### config.mk
export PLATFORM = sky130hd
export DESIGN_NAME = sector_peak_envelope_points_core
export DESIGN_NICKNAME = d
export VERILOG_FILES = /design/src/design/spe_pkg.sv /design/src/design/spe_divider.sv /design/src/design/spe_front.sv /design/src/design/spe_queue.sv /design/src/design/spe_back.sv /design/src/design/sector_peak_envelope_points_core.sv
export SDC_FILE = /design/constraint.sdc
export NUM_CORES = 1
export LEC_CHECK = 0
export BUFFER_PORTS_ARGS = -buffer_cell sky130_fd_sc_hd__buf_4
export CAP_MARGIN = 25
export CORE_ASPECT_RATIO = 0.7
export CORE_MARGIN = 3
export CORE_UTILIZATION = 45
export CTS_CLUSTER_SIZE = 14
export DETAILED_ROUTE_END_ITERATION = 10
export PLACE_DENSITY = 0.65
export REMOVE_ABC_BUFFERS = 1
export SKIP_CTS_REPAIR_TIMING = 1
export SLEW_MARGIN = 20
export SYNTH_ARGS = -nofsm -noshare
export SYNTH_HDL_FRONTEND = slang
export SYNTH_SLANG_ARGS = --single-unit
### constraint.sdc
create_clock -name clock -period 17.5 [get_ports clock]
set_clock_uncertainty 0.15 [all_clocks]
set_input_delay 2.625 -clock clock [delete_from_list [all_inputs] [get_ports clock]]
set_output_delay 2.625 -clock clock [all_outputs]
set_load 0.01 [all_outputs]
### src/design/spe_pkg.sv
// Shared types and constants for the sector peak envelope points block.
package spe_pkg;

   localparam logic [8:0]  MAX_POINTS  = 9'd256;
   localparam logic [10:0] MAX_SAMPLES = 11'd1024;

   localparam int QUEUE_DEPTH = 4;

   // register indexes, taken from paddr[3:2]
   localparam logic [1:0] REG_SCREEN_WIDTH  = 2'd0;
   localparam logic [1:0] REG_SCREEN_HEIGHT = 2'd1;
   localparam logic [1:0] REG_POINT_COUNT   = 2'd2;
   localparam logic [1:0] REG_SAMPLE_COUNT  = 2'd3;

   typedef struct packed {
      logic [11:0] screen_width;
      logic [11:0] screen_height;
      logic [8:0]  point_count;
      logic [10:0] sample_count;
   } cfg_type;

   // one pending curve point between front and back
   typedef struct packed {
      logic [7:0]        index;
      logic [11:0]       spacing;
      logic signed [7:0] peak;
      logic              last;
   } point_entry_type;

endpackage

### src/design/spe_divider.sv
// Restoring divider, one quotient bit per cycle, 12-bit dividend by 9-bit divisor.
module spe_divider
   import spe_pkg::*;
(
   input  logic        clock,
   input  logic        reset,
   input  logic        start,
   input  logic [11:0] dividend,
   input  logic [8:0]  divisor,
   output logic        done,
   output logic [11:0] quotient
);

   logic [11:0] dvd_ff, dvd_in;
   logic [11:0] quo_ff, quo_in;
   logic [8:0]  rem_ff, rem_in;
   logic [3:0]  count_ff, count_in;
   logic        run_ff, run_in;
   logic        done_ff, done_in;
   logic [9:0]  rem_shift;

   always_comb begin
      dvd_in   = dvd_ff;
      quo_in   = quo_ff;
      rem_in   = rem_ff;
      count_in = count_ff;
      run_in   = run_ff;
      done_in  = 1'b0;
      rem_shift = {rem_ff, dvd_ff[11]};
      if (start) begin
         dvd_in   = dividend;
         quo_in   = '0;
         rem_in   = '0;
         count_in = '0;
         run_in   = 1'b1;
      end else if (run_ff) begin
         dvd_in = {dvd_ff[10:0], 1'b0};
         if (rem_shift >= {1'b0, divisor}) begin
            rem_in = 9'(rem_shift - {1'b0, divisor});
            quo_in = {quo_ff[10:0], 1'b1};
         end else begin
            rem_in = rem_shift[8:0];
            quo_in = {quo_ff[10:0], 1'b0};
         end
         count_in = count_ff + 4'd1;
         if (count_ff == 4'd11) begin
            run_in  = 1'b0;
            done_in = 1'b1;
         end
      end
   end

   always_ff @(posedge clock) begin
      if (reset) begin
         run_ff   <= 1'b0;
         done_ff  <= 1'b0;
         count_ff <= '0;
      end else begin
         run_ff   <= run_in;
         done_ff  <= done_in;
         count_ff <= count_in;
      end
      dvd_ff <= dvd_in;
      quo_ff <= quo_in;
      rem_ff <= rem_in;
   end

   assign done     = done_ff;
   assign quotient = quo_ff;

endmodule

### src/design/spe_front.sv
// Front end: frame setup, sample acceptance, sector counters and peak tracking.
module spe_front
   import spe_pkg::*;
(
   input  logic            clock,
   input  logic            reset,
   input  cfg_type         cfg,
   input  logic            cfg_write,
   input  logic            req_valid,
   output logic            req_ready,
   input  logic [7:0]      req_sample,
   input  logic            queue_full,
   output logic            push,
   output point_entry_type push_entry
);

   localparam logic [1:0] SETUP_IDLE = 2'd0;
   localparam logic [1:0] SETUP_DIV  = 2'd1;
   localparam logic [1:0] SETUP_SPAN = 2'd2;

   // setup sequencer
   logic [1:0]  setup_ff, setup_in;
   logic        start_ff, start_in;
   logic [8:0]  pts_clamp;
   logic [10:0] sc_clamp;
   logic        len_done, spc_done;
   logic [11:0] len_quo, spc_quo;
   logic [8:0]  pend_pts_ff, pend_pts_in;
   logic [10:0] pend_len_ff, pend_len_in;
   logic [11:0] pend_spc_ff, pend_spc_in;
   logic [10:0] pend_flen_ff, pend_flen_in;
   logic [19:0] span;
   logic        busy;

   // frame state
   logic [10:0]       frame_pos_ff, frame_pos_in;
   logic [10:0]       within_ff, within_in;
   logic [8:0]        sector_ff, sector_in;
   logic signed [7:0] peak_ff, peak_in;
   logic [8:0]        act_pts_ff, act_pts_in;
   logic [10:0]       act_len_ff, act_len_in;
   logic [11:0]       act_spc_ff, act_spc_in;
   logic [10:0]       act_flen_ff, act_flen_in;

   logic              accept, first;
   logic [8:0]        use_pts;
   logic [10:0]       use_len, use_flen;
   logic [11:0]       use_spc;
   logic signed [7:0] sample_s, mag, new_peak;
   logic [10:0]       within_inc, frame_inc;

   always_comb begin
      if (cfg.point_count < 9'd2) pts_clamp = 9'd2;
      else if (cfg.point_count > MAX_POINTS) pts_clamp = MAX_POINTS;
      else pts_clamp = cfg.point_count;
      if (cfg.sample_count == 11'd0) sc_clamp = 11'd1;
      else if (cfg.sample_count > MAX_SAMPLES) sc_clamp = MAX_SAMPLES;
      else sc_clamp = cfg.sample_count;
   end

   spe_divider u_len_div (
      .clock    (clock),
      .reset    (reset),
      .start    (start_ff),
      .dividend ({1'b0, sc_clamp}),
      .divisor  (pts_clamp),
      .done     (len_done),
      .quotient (len_quo)
   );

   spe_divider u_spc_div (
      .clock    (clock),
      .reset    (reset),
      .start    (start_ff),
      .dividend (cfg.screen_width),
      .divisor  (9'(pts_clamp - 9'd1)),
      .done     (spc_done),
      .quotient (spc_quo)
   );

   assign span = pend_pts_ff * pend_len_ff;

   always_comb begin
      setup_in     = setup_ff;
      start_in     = cfg_write;
      pend_pts_in  = pend_pts_ff;
      pend_len_in  = pend_len_ff;
      pend_spc_in  = pend_spc_ff;
      pend_flen_in = pend_flen_ff;
      case (setup_ff)
         SETUP_IDLE: begin
            if (start_ff) setup_in = SETUP_DIV;
         end
         SETUP_DIV: begin
            if (len_done && spc_done) begin
               pend_pts_in = pts_clamp;
               pend_len_in = (len_quo == 12'd0) ? 11'd1 : len_quo[10:0];
               pend_spc_in = spc_quo;
               setup_in    = SETUP_SPAN;
            end
         end
         SETUP_SPAN: begin
            pend_flen_in = (span > {9'd0, sc_clamp}) ? span[10:0] : sc_clamp;
            setup_in     = SETUP_IDLE;
         end
         default: setup_in = SETUP_IDLE;
      endcase
      // a new write restarts the whole computation
      if (start_ff) setup_in = SETUP_DIV;
   end

   assign busy      = start_ff || (setup_ff != SETUP_IDLE);
   assign req_ready = !busy && !queue_full;
   assign accept    = req_valid && req_ready;
   assign first     = (frame_pos_ff == 11'd0);

   assign use_pts  = first ? pend_pts_ff  : act_pts_ff;
   assign use_len  = first ? pend_len_ff  : act_len_ff;
   assign use_spc  = first ? pend_spc_ff  : act_spc_ff;
   assign use_flen = first ? pend_flen_ff : act_flen_ff;

   // magnitude wraps in 8 bits: -128 stays -128
   assign sample_s   = req_sample;
   assign mag        = sample_s[7] ? 8'(~sample_s + 8'sd1) : sample_s;
   assign new_peak   = (mag > peak_ff) ? mag : peak_ff;
   assign within_inc = within_ff + 11'd1;
   assign frame_inc  = frame_pos_ff + 11'd1;

   always_comb begin
      frame_pos_in = frame_pos_ff;
      within_in    = within_ff;
      sector_in    = sector_ff;
      peak_in      = peak_ff;
      act_pts_in   = act_pts_ff;
      act_len_in   = act_len_ff;
      act_spc_in   = act_spc_ff;
      act_flen_in  = act_flen_ff;
      push         = 1'b0;
      push_entry.index   = sector_ff[7:0];
      push_entry.spacing = use_spc;
      push_entry.peak    = new_peak;
      push_entry.last    = ({1'b0, sector_ff} + 10'd1) == {1'b0, use_pts};
      if (accept) begin
         if (first) begin
            act_pts_in  = pend_pts_ff;
            act_len_in  = pend_len_ff;
            act_spc_in  = pend_spc_ff;
            act_flen_in = pend_flen_ff;
         end
         if (sector_ff < use_pts) begin
            if (within_inc >= use_len) begin
               push      = 1'b1;
               sector_in = sector_ff + 9'd1;
               within_in = '0;
               peak_in   = -8'sd128;
            end else begin
               within_in = within_inc;
               peak_in   = new_peak;
            end
         end
         frame_pos_in = frame_inc;
         if (frame_inc >= use_flen) begin
            frame_pos_in = '0;
            within_in    = '0;
            sector_in    = '0;
            peak_in      = -8'sd128;
         end
      end
   end

   always_ff @(posedge clock) begin
      if (reset) begin
         setup_ff     <= SETUP_IDLE;
         start_ff     <= 1'b1;
         frame_pos_ff <= '0;
         within_ff    <= '0;
         sector_ff    <= '0;
         peak_ff      <= -8'sd128;
      end else begin
         setup_ff     <= setup_in;
         start_ff     <= start_in;
         frame_pos_ff <= frame_pos_in;
         within_ff    <= within_in;
         sector_ff    <= sector_in;
         peak_ff      <= peak_in;
      end
      pend_pts_ff  <= pend_pts_in;
      pend_len_ff  <= pend_len_in;
      pend_spc_ff  <= pend_spc_in;
      pend_flen_ff <= pend_flen_in;
      act_pts_ff   <= act_pts_in;
      act_len_ff   <= act_len_in;
      act_spc_ff   <= act_spc_in;
      act_flen_ff  <= act_flen_in;
   end

endmodule

### src/design/spe_queue.sv
// Small flip-flop FIFO of pending curve points between front and back.
module spe_queue
   import spe_pkg::*;
(
   input  logic            clock,
   input  logic            reset,
   input  logic            push,
   input  point_entry_type push_entry,
   input  logic            pop,
   output logic            full,
   output logic            not_empty,
   output point_entry_type head
);

   localparam int PTR_W = $clog2(QUEUE_DEPTH);
   localparam int CNT_W = $clog2(QUEUE_DEPTH + 1);

   point_entry_type   slot_ff [QUEUE_DEPTH];
   logic [PTR_W-1:0]  wr_ptr_ff, wr_ptr_in;
   logic [PTR_W-1:0]  rd_ptr_ff, rd_ptr_in;
   logic [CNT_W-1:0]  count_ff, count_in;

   assign full      = (count_ff == CNT_W'(QUEUE_DEPTH));
   assign not_empty = (count_ff != '0);
   assign head      = slot_ff[rd_ptr_ff];

   always_comb begin
      wr_ptr_in = push ? PTR_W'(wr_ptr_ff + 1'b1) : wr_ptr_ff;
      rd_ptr_in = pop  ? PTR_W'(rd_ptr_ff + 1'b1) : rd_ptr_ff;
      count_in  = count_ff;
      if (push && !pop) count_in = count_ff + 1'b1;
      else if (pop && !push) count_in = count_ff - 1'b1;
   end

   always_ff @(posedge clock) begin
      if (reset) begin
         wr_ptr_ff <= '0;
         rd_ptr_ff <= '0;
         count_ff  <= '0;
      end else begin
         wr_ptr_ff <= wr_ptr_in;
         rd_ptr_ff <= rd_ptr_in;
         count_ff  <= count_in;
      end
      if (push) slot_ff[wr_ptr_ff] <= push_entry;
   end

`ifndef SYNTHESIS
   a_no_overflow: assert property (@(posedge clock) disable iff (reset)
      push && !pop |-> !full) else $error("queue push while full");
   a_no_underflow: assert property (@(posedge clock) disable iff (reset)
      pop |-> not_empty) else $error("queue pop while empty");
   a_count_tracks: assert property (@(posedge clock) disable iff (reset)
      push && !pop |=> count_ff == $past(count_ff) + 1'b1)
      else $error("queue count lost a push");
`endif

endmodule

### src/design/spe_back.sv
// Back end: point coordinate arithmetic and the result output register.
module spe_back
   import spe_pkg::*;
(
   input  logic            clock,
   input  logic            reset,
   input  logic [11:0]     screen_height,
   input  logic            entry_valid,
   input  point_entry_type entry,
   output logic            pop,
   output logic            rsp_valid,
   input  logic            rsp_ready,
   output logic [7:0]      rsp_point_index,
   output logic [11:0]     rsp_x_pos,
   output logic [18:0]     rsp_y_times_128,
   output logic            rsp_last_point
);

   logic        valid_ff, valid_in;
   logic [7:0]  index_ff;
   logic [11:0] x_ff;
   logic [18:0] y_ff;
   logic        last_ff;
   logic [11:0] half_height;
   logic [7:0]  level;
   logic [19:0] x_prod, y_prod;

   // curve height is the lower half, rounded up
   assign half_height = screen_height - {1'b0, screen_height[11:1]};
   // peak + 128 for a signed byte is its sign bit flipped
   assign level  = {~entry.peak[7], entry.peak[6:0]};
   assign x_prod = entry.index * entry.spacing;
   assign y_prod = half_height * level;

   assign pop = entry_valid && (!valid_ff || rsp_ready);

   always_comb begin
      valid_in = valid_ff;
      if (pop) valid_in = 1'b1;
      else if (rsp_ready) valid_in = 1'b0;
   end

   always_ff @(posedge clock) begin
      if (reset) valid_ff <= 1'b0;
      else valid_ff <= valid_in;
      if (pop) begin
         index_ff <= entry.index;
         x_ff     <= x_prod[11:0];
         y_ff     <= y_prod[18:0];
         last_ff  <= entry.last;
      end
   end

   assign rsp_valid       = valid_ff;
   assign rsp_point_index = index_ff;
   assign rsp_x_pos       = x_ff;
   assign rsp_y_times_128 = y_ff;
   assign rsp_last_point  = last_ff;

endmodule

### src/design/sector_peak_envelope_points_core.sv
// Top level of the sector peak envelope points block: register file and module wiring.
//
// Takes one signed 8-bit sample per transaction, tracks the peak magnitude of
// each of point_count equal sectors of a capture frame, and emits one curve
// point (index, x, y*128, last flag) at the end of each sector. Throughput is
// one sample per cycle: the front end updates its registered counters and
// peak on each accepted sample and hands finished points through a
// four-entry queue to the back end, whose two multipliers feed a registered
// output. Input stalls only when the queue is full, or after reset and after
// every register write, while two bit-serial dividers (one quotient bit a
// cycle) and a span multiply derive the sector length, point spacing and
// frame length. Those values are taken up at the first sample of each frame,
// so a write in mid-frame applies from the next frame; screen_height is used
// live. Registers sit at byte addresses 0 (width), 4 (height), 8 (points) and
// 12 (samples); writes complete in the APB access phase, pready is tied high.
module sector_peak_envelope_points_core
   import spe_pkg::*;
(
   input  logic        clock,
   input  logic        reset,
   // sample channel
   input  logic        req_valid,
   output logic        req_ready,
   input  logic [7:0]  req_sample,
   // point channel
   output logic        rsp_valid,
   input  logic        rsp_ready,
   output logic [7:0]  rsp_point_index,
   output logic [11:0] rsp_x_pos,
   output logic [18:0] rsp_y_times_128,
   output logic        rsp_last_point,
   // configuration port
   input  logic        psel,
   input  logic        penable,
   input  logic        pwrite,
   input  logic [3:0]  paddr,
   input  logic [31:0] pwdata,
   output logic [31:0] prdata,
   output logic        pready
);

   cfg_type         cfg_ff, cfg_in;
   logic            cfg_write;
   logic            push, pop, q_full, q_not_empty;
   point_entry_type push_entry, q_head;

   // register file
   assign pready    = 1'b1;
   assign cfg_write = psel && penable && pwrite;

   always_comb begin
      cfg_in = cfg_ff;
      if (cfg_write) begin
         case (paddr[3:2])
            REG_SCREEN_WIDTH:  cfg_in.screen_width  = pwdata[11:0];
            REG_SCREEN_HEIGHT: cfg_in.screen_height = pwdata[11:0];
            REG_POINT_COUNT:   cfg_in.point_count   = pwdata[8:0];
            REG_SAMPLE_COUNT:  cfg_in.sample_count  = pwdata[10:0];
            default:           cfg_in = cfg_ff;
         endcase
      end
   end

   always_comb begin
      case (paddr[3:2])
         REG_SCREEN_WIDTH:  prdata = {20'd0, cfg_ff.screen_width};
         REG_SCREEN_HEIGHT: prdata = {20'd0, cfg_ff.screen_height};
         REG_POINT_COUNT:   prdata = {23'd0, cfg_ff.point_count};
         REG_SAMPLE_COUNT:  prdata = {21'd0, cfg_ff.sample_count};
         default:           prdata = '0;
      endcase
   end

   always_ff @(posedge clock) begin
      if (reset) begin
         cfg_ff.screen_width  <= 12'd1024;
         cfg_ff.screen_height <= 12'd512;
         cfg_ff.point_count   <= 9'd32;
         cfg_ff.sample_count  <= 11'd1024;
      end else begin
         cfg_ff <= cfg_in;
      end
   end

   // sample intake, sector counting and peak tracking
   spe_front u_front (
      .clock      (clock),
      .reset      (reset),
      .cfg        (cfg_ff),
      .cfg_write  (cfg_write),
      .req_valid  (req_valid),
      .req_ready  (req_ready),
      .req_sample (req_sample),
      .queue_full (q_full),
      .push       (push),
      .push_entry (push_entry)
   );

   // decouples the per-sample front from the result side
   spe_queue u_queue (
      .clock      (clock),
      .reset      (reset),
      .push       (push),
      .push_entry (push_entry),
      .pop        (pop),
      .full       (q_full),
      .not_empty  (q_not_empty),
      .head       (q_head)
   );

   // coordinates and output register
   spe_back u_back (
      .clock           (clock),
      .reset           (reset),
      .screen_height   (cfg_ff.screen_height),
      .entry_valid     (q_not_empty),
      .entry           (q_head),
      .pop             (pop),
      .rsp_valid       (rsp_valid),
      .rsp_ready       (rsp_ready),
      .rsp_point_index (rsp_point_index),
      .rsp_x_pos       (rsp_x_pos),
      .rsp_y_times_128 (rsp_y_times_128),
      .rsp_last_point  (rsp_last_point)
   );

endmodule
==> results of run 1 <==
==> where the power goes <==
part	total, mW	switching [mW]	leakage (nW)	internal [mW]
Sequential	1.22	0.0326	3.72	1.18
Combinational	1.24	0.706	8.18	0.536
Clock	0.915	0.382	0.678	0.533
==> flip-flops by register name, summed over array words and instances, names as in the netlist, 9 cells and up, named ones only <==
signal                      cells
u_front.pend_pts_ff             9
u_front.pend_flen_ff           11
cfg_ff                         44
u_queue.slot_ff               116
u_front.act_flen_ff            11
u_front.pend_len_ff            11
u_front.act_pts_ff              9
u_front.act_len_ff             11
u_front.within_ff              11
u_front.u_spc_div.dvd_ff       12
u_front.act_spc_ff             12
u_front.u_len_div.dvd_ff       12
u_front.u_len_div.rem_ff        9
u_back.rsp_x_pos               12
u_front.u_spc_div.rem_ff        9
u_back.rsp_y_times_128         19
u_front.pend_spc_ff            12
u_front.sector_ff               9
u_front.u_spc_div.quotient     12
u_front.frame_pos_ff           11
u_front.u_len_div.quotient     12
==> per-layer routing <==
metal	global-route usage	vias up	share of wire
met2	0.288	499	0.43
li1	-	8661	-
met5	0	-	0.00022
met3	0.0376	52	0.070
met4	0.0346	2	0.012
met1	0.295	9007	0.49
==> critical path: stages, from the launching register on <==
cell and delay (ps):
dfxtp_1 440, ha_1 220, inv_1 60, fa_1 430
a21o_1 180, a21oi_1 280, o21bai_1 100, a21oi_1 230
xor2_1 600, nor2_1 140, fa_1 500, inv_1 50
fa_1 470, fa_1 560, inv_1 60, fa_1 470
ha_1 260, a2111oi_0 570, o21ai_0 330, o31ai_1 450
o21ai_1 170, a21o_1 210, a21oi_1 170, xnor2_1 150
xnor2_1 90
==> per-stage QoR <==
| stage | power [mW] | hold slack, ps |
|---|---|---|
| after floorplan | 2.14 | 258 |
| after detailed placement | 2.49 | 277 |
| after global routing | 3.63 | 309 |
| after global placement | 2.46 | 266 |
| after CTS | 3.41 | 296 |
| final | 3.37 | 292 |
==> how the worst max path moves through the flow <==
stage                     startpoint                    endpoint  slack, ps
after floorplan            flip-flop  u_back.rsp_y_times_128[18]      10690
after global placement    cfg_ff[21]  u_back.rsp_y_times_128[18]      10060
after detailed placement  cfg_ff[21]  u_back.rsp_y_times_128[18]      10070
after CTS                 cfg_ff[21]  u_back.rsp_y_times_128[18]      10020
after global routing      cfg_ff[21]  u_back.rsp_y_times_128[18]       9520
final                     cfg_ff[21]  u_back.rsp_y_times_128[18]       9910
==> layout make-up <==
cell class | count | area [um2] | share of cell area
tap | 798 | 998 | 0.0334
multi-input combinational | 1711 | 14600 | 0.488
clock inverter | 20 | 265 | 0.00886
clock buffer | 55 | 1130 | 0.0377
sequential | 416 | 11000 | 0.367
timing repair buffer | 102 | 766 | 0.0256
inverter | 319 | 1200 | 0.0400
==> cell usage in the layout (no fill, tap or decap), types with 7 or more instances in the layout <==
cell       instances
a211o_1            7
a211oi_1          17
a21o_1            27
a21oi_1          141
a31oi_1            8
and2_1            95
and3_1            24
buf_4            102
clkbuf_1          10
clkbuf_16         42
conb_1            21
dfxtp_1          149
edfxtp_1         265
fa_1             163
ha_1             190
inv_1            318
mux2_2            48
mux2_4             9
mux2i_1           81
mux4_2            34
nand2_1          241
nand2b_1          25
nand3_1           29
nand3b_1          19
nand4_1           15
nor2_1           157
nor2b_1           33
nor3_1            25
nor4_1            12
o211ai_1          14
o21a_1            14
o21ai_0           53
o21bai_1           9
or2_2              7
or3_1              8
xnor2_1           89
xor2_1            39
==> cells by family (layout without fill, tap and decap cells) <==
logic type / count (synthesis) / count (layout)
flip-flops: 416 / 416
buffers and inverters: 450 / 496
AO/OA/AOI/OAI: 330 / 330
XOR/XNOR: 128 / 128
other: 2 / 21
AND/OR/NAND/NOR: 706 / 706
adder cells (fa/ha/maj): 353 / 353
multiplexers: 173 / 173
==> results.cfg, run 1 <==
[setup_path]
required_ps = 17650
r2r_slack_ps = 9910
crit_arrival_ps = 7740
r2r-end = u_back.rsp_y_times_128[18]
worst_setup_path_end_kind = flip-flop
rr_startpoint = cfg_ff[21]
worstSetupPathType = reg2reg
cp_max_fo = 8
start_kind = flip-flop
r2r_cells = 24

[sta]
maxSlewHeadroom = 0.302
slew_violations = 0
period_share = 0.434
timing.fmax_mhz = 132
hold_violations = 0
setup_viol = 0
tns_ps = 0
worst_slew_pin_slew_ps = 1040
period_needed_ps = 7590
grt_setup_unrepaired = false
setup_ws_ps = 9910

[cells_and_area]
fillers = 5199
final_nets = 2995
drive_gt1_frac = 0.110
diodes = 0
fin_area_mm2 = 0.0299
fin_util = 0.506
final_cell_count_no_fill = 3421
syn2layout_area_growth_pct = 9.81

[cts]
clock_latency_ps = 560
cts_root_buf = clkbuf_16
clock-sinks = 416
numCtsBuffers = 41
clk_pin_slew_ps = 70
max-clock-path-buffers = 3
cts_tree = yes
ctsHtreeMaxLevel = 2

[outcome]
status = completed

[synth]
ys.flop_type = edfxtp_1
synth_seq_cells = 416
synthCells = 2558
synth_xor_area_frac = 0.0411
synthTopCellsByCount = 319 x inv_1, 265 x edfxtp_1, 241 x nand2_1, 190 x ha_1, 163 x fa_1
synth_cell_types = 69
synth_area_mm2 = 0.0273
yosysSeqAreaShare = 0.403
synth-edff-count = 265
synth_top_family_by_area = adder cells
synthArstFlopShare = 0
synth_top_area_frac = 0.292
synth.avg_cell_area_um2 = 10.7
synth_adder_area_share = 0.207
synth.most_common_cell = inv_1
synthSimpleGateAreaFrac = 0.125
synthTopCellsByArea = edfxtp_1 29%, fa_1 12%, dfxtp_1 11%
synth.area.mux_share = 0.0830
synth-compound-area-share = 0.0754
yosysTopAreaCell = edfxtp_1
synth_warnings = 0

[placed_design]
dp_cells = 3346
place.detailed.hpwl_um = 44500
gp_congestion = 0.854
port_buffers = 82
dp_slack_ps = 10070
dpl-instance-area_mm2 = 0.0285

[detailed_routing]
routed_via_density = 5.33
drc = 0
routed_wl_um = 60400
vias = 18200
drt-initial-drc-count = 1222
drt-pass1-iter-count = 5
antenna_left = 0
wl_per_cell_um = 17.7

[floorplanning]
die_x_um = 300
coreArea_mm2 = 0.0592
ioPinCount = 126
die_h_um = 212
dieArea_mm2 = 0.0636
rows = 74
start_util = 0.461

[job]
cap_violations = 0

[grt]
antenna_found_initial = 1
grt_max_degree = 65
grt_pass1_wl_um = 98900
grt_pass1_vias = 18400
grtUsageTotal = 0.193
overflow = 0

[hold_path]
hold_path_depth = 0
hold_path_class = reg2reg
holdPathEnd = u_front.pend_spc_ff[11]
hp-start = u_front.u_spc_div.quotient[11]

[pwr]
powerDensity_mw_per_mm2 = 113
p_leak_nw = 12.6
vdd_drop_max_uv = 104
Note: power is estimated with default switching activity, not from simulation.
==> inputs of run 2 (changes only) <==
- PLACE_DENSITY: 0.65 -> 0.68
- clock period: 17.5 -> 6.6 ns (I/O delays scaled with it)
==> run 2 against run 1 <==
Non-clock buffer count rose by 80. Final cell count rose by 2.4%. Core utilization rose by 1.7 points. Hold slack got worse by 3.7 ps. Highest routed layer unchanged. Worst setup slack got worse by 9800 ps. Routed wire length rose by 1.4%. Largest cell class unchanged. Sequential share of layout area fell by 1.2 points. Die area did not move.
==> results.cfg, run 2 (synthesis results as in run 1) <==
[outcome]
status = completed

[cells_and_area]
final_cell_mix = 318 x inv_1, 265 x edfxtp_1, 240 x nand2_1
diodes = 0
final_cell_count_no_fill = 3504
fin_util = 0.523
final_nets = 3076
fin_area_mm2 = 0.0310
largest_reg_flops = 116
largest-register = u_queue.slot_ff
syn2layout_area_growth_pct = 13.6
fillers = 5109
drive_gt1_frac = 0.151
final_common_cell = inv_1

[cts]
numCtsBuffers = 42
clock_latency_ps = 560
ctsHtreeMaxLevel = 2
cts_tree = yes
cts_root_buf = clkbuf_16
clock-sinks = 416
max-clock-path-buffers = 3
clk_pin_slew_ps = 70

[grt]
overflow = 0
grt_max_degree = 74
grt_pass1_wl_um = 99800
grtUsageTotal = 0.193
antenna_found_initial = 1
grt_pass1_vias = 18900

[pwr]
p_seq_frac = 0.347
vdd_drop_max_uv = 305
switching_share = 0.331
pwr-share-comb = 0.375
power_frac_clock = 0.278
total_power_mw = 9.36
p_int_mw = 6.26
p_leak_nw = 13.1
powerDensity_mw_per_mm2 = 302
power_switching_mw = 3.10

[detailed_routing]
drc = 0
vias = 18800
drt-pass1-iter-count = 6
wl_per_cell_um = 17.5
routed_wl_um = 61200
routed_via_density = 5.37
antenna_left = 0
drt-initial-drc-count = 1514

[floorplanning]
coreArea_mm2 = 0.0592
dieArea_mm2 = 0.0636
rows = 74
ioPinCount = 126
die_h_um = 212
start_util = 0.461
die_x_um = 300

[placed_design]
port_buffers = 82
dp_slack_ps = -209
gp_congestion = 0.895
dpl-instance-area_mm2 = 0.0291
dp_cells = 3415
place.detailed.hpwl_um = 45100

[sta]
period_share = 0.985
tns_ps = 0
timing.fmax_mhz = 154
setup_viol = 0
period_needed_ps = 6500
setup_ws_ps = 96.3
grt_setup_unrepaired = true
slew_violations = 0
hold_violations = 0
holdWs_ps = 288
maxSlewHeadroom = 0.315
worst_slew_pin_slew_ps = 1020

[hold_path]
hold_path_class = reg2reg
hold_path_depth = 0
holdPathEnd = u_front.pend_spc_ff[11]
hp-start = u_front.u_spc_div.quotient[11]

[setup_path]
cp_max_fo = 5
required_ps = 6740
worstSetupPathType = reg2reg
r2r-end = u_front.pend_flen_ff[1]
rr_startpoint = u_front.pend_pts_ff[0]
crit_chain = buf_6 > nand2_1 > fa_1 > inv_1 > fa_1 > inv_1 > fa_1 > fa_1 > inv_1 > ha_4 > o21ai_1 > o21bai_2 > a21o_1 > xor2_2 > ha_4 > a22oi_2 > o211ai_1 > nor2_2 > o31ai_4 > or4_4 > a2111oi_4 > nand4_4 > clkbuf_16 > mux2_4
r2r_cells = 24
critPathTopFamily = adder cells
r2r_slack_ps = 100
crit_start = u_front.pend_pts_ff[0]
cpMaxStageDelayCell = fa_1
worst_setup_path_end_kind = flip-flop
crit_top_cell = fa_1
crit_arrival_ps = 6650
critical-path-max-stage-delay_ps = 550
start_kind = flip-flop
cp_num_buf_inv = 5

[job]
cap_violations = 0
## run 2: worst max path at each step
stage | slack, ps | cells past startpoint | endpoint
2_1_floorplan | -210 | 19 | u_back.rsp_y_times_128[18]
3_3_place_gp | -120 | 24 | u_front.pend_flen_ff[10]
3_5_place_dp | -210 | 24 | u_front.pend_flen_ff[10]
4_1_cts | -260 | 24 | u_front.pend_flen_ff[10]
5_1_grt | -110 | 24 | u_front.pend_flen_ff[1]
6_report | 100 | 24 | u_front.pend_flen_ff[1]
## run 2: per-layer routing
metal  GRT usage  share of wire  up-vias
met4      0.0371          0.018        2
met2       0.289           0.43      564
met5           0        0.00011        -
met3      0.0296          0.068       92
met1       0.298           0.48     9324
li1            -              -     8830
## run 2: worst register-to-register path, cell delays in order (launching register included)
cell,delay [ps]
edfxtp_1,390
buf_6,130
nand2_1,80
fa_1,550
inv_1,60
fa_1,500
inv_1,50
fa_1,480
fa_1,550
inv_1,70
ha_4,270
o21ai_1,70
o21bai_2,170
a21o_1,190
xor2_2,280
ha_4,260
a22oi_2,110
o211ai_1,130
nor2_2,190
o31ai_4,90
or4_4,510
a2111oi_4,260
nand4_4,200
clkbuf_16,220
mux2_4,290
## run 2: power by group through the flow
stage / registers [mW] / logic, mW / clock network, mW
2_1_floorplan: 3.41 / 2.38 / 0
3_3_place_gp: 3.30 / 3.37 / 0
3_5_place_dp: 3.31 / 3.49 / 0
4_1_cts: 3.25 / 3.51 / 2.66
5_1_grt: 3.27 / 4.00 / 2.77
6_report: 3.25 / 3.51 / 2.60
## run 2: final cells by class
class	count	area, um2	area share
clock buffer	58	1240	0.0402
clock inverter	20	293	0.00946
inverter	319	1200	0.0387
multi-input combinational	1711	14800	0.479
sequential	416	11000	0.355
tap	798	998	0.0323
timing repair buffer	182	1420	0.0458
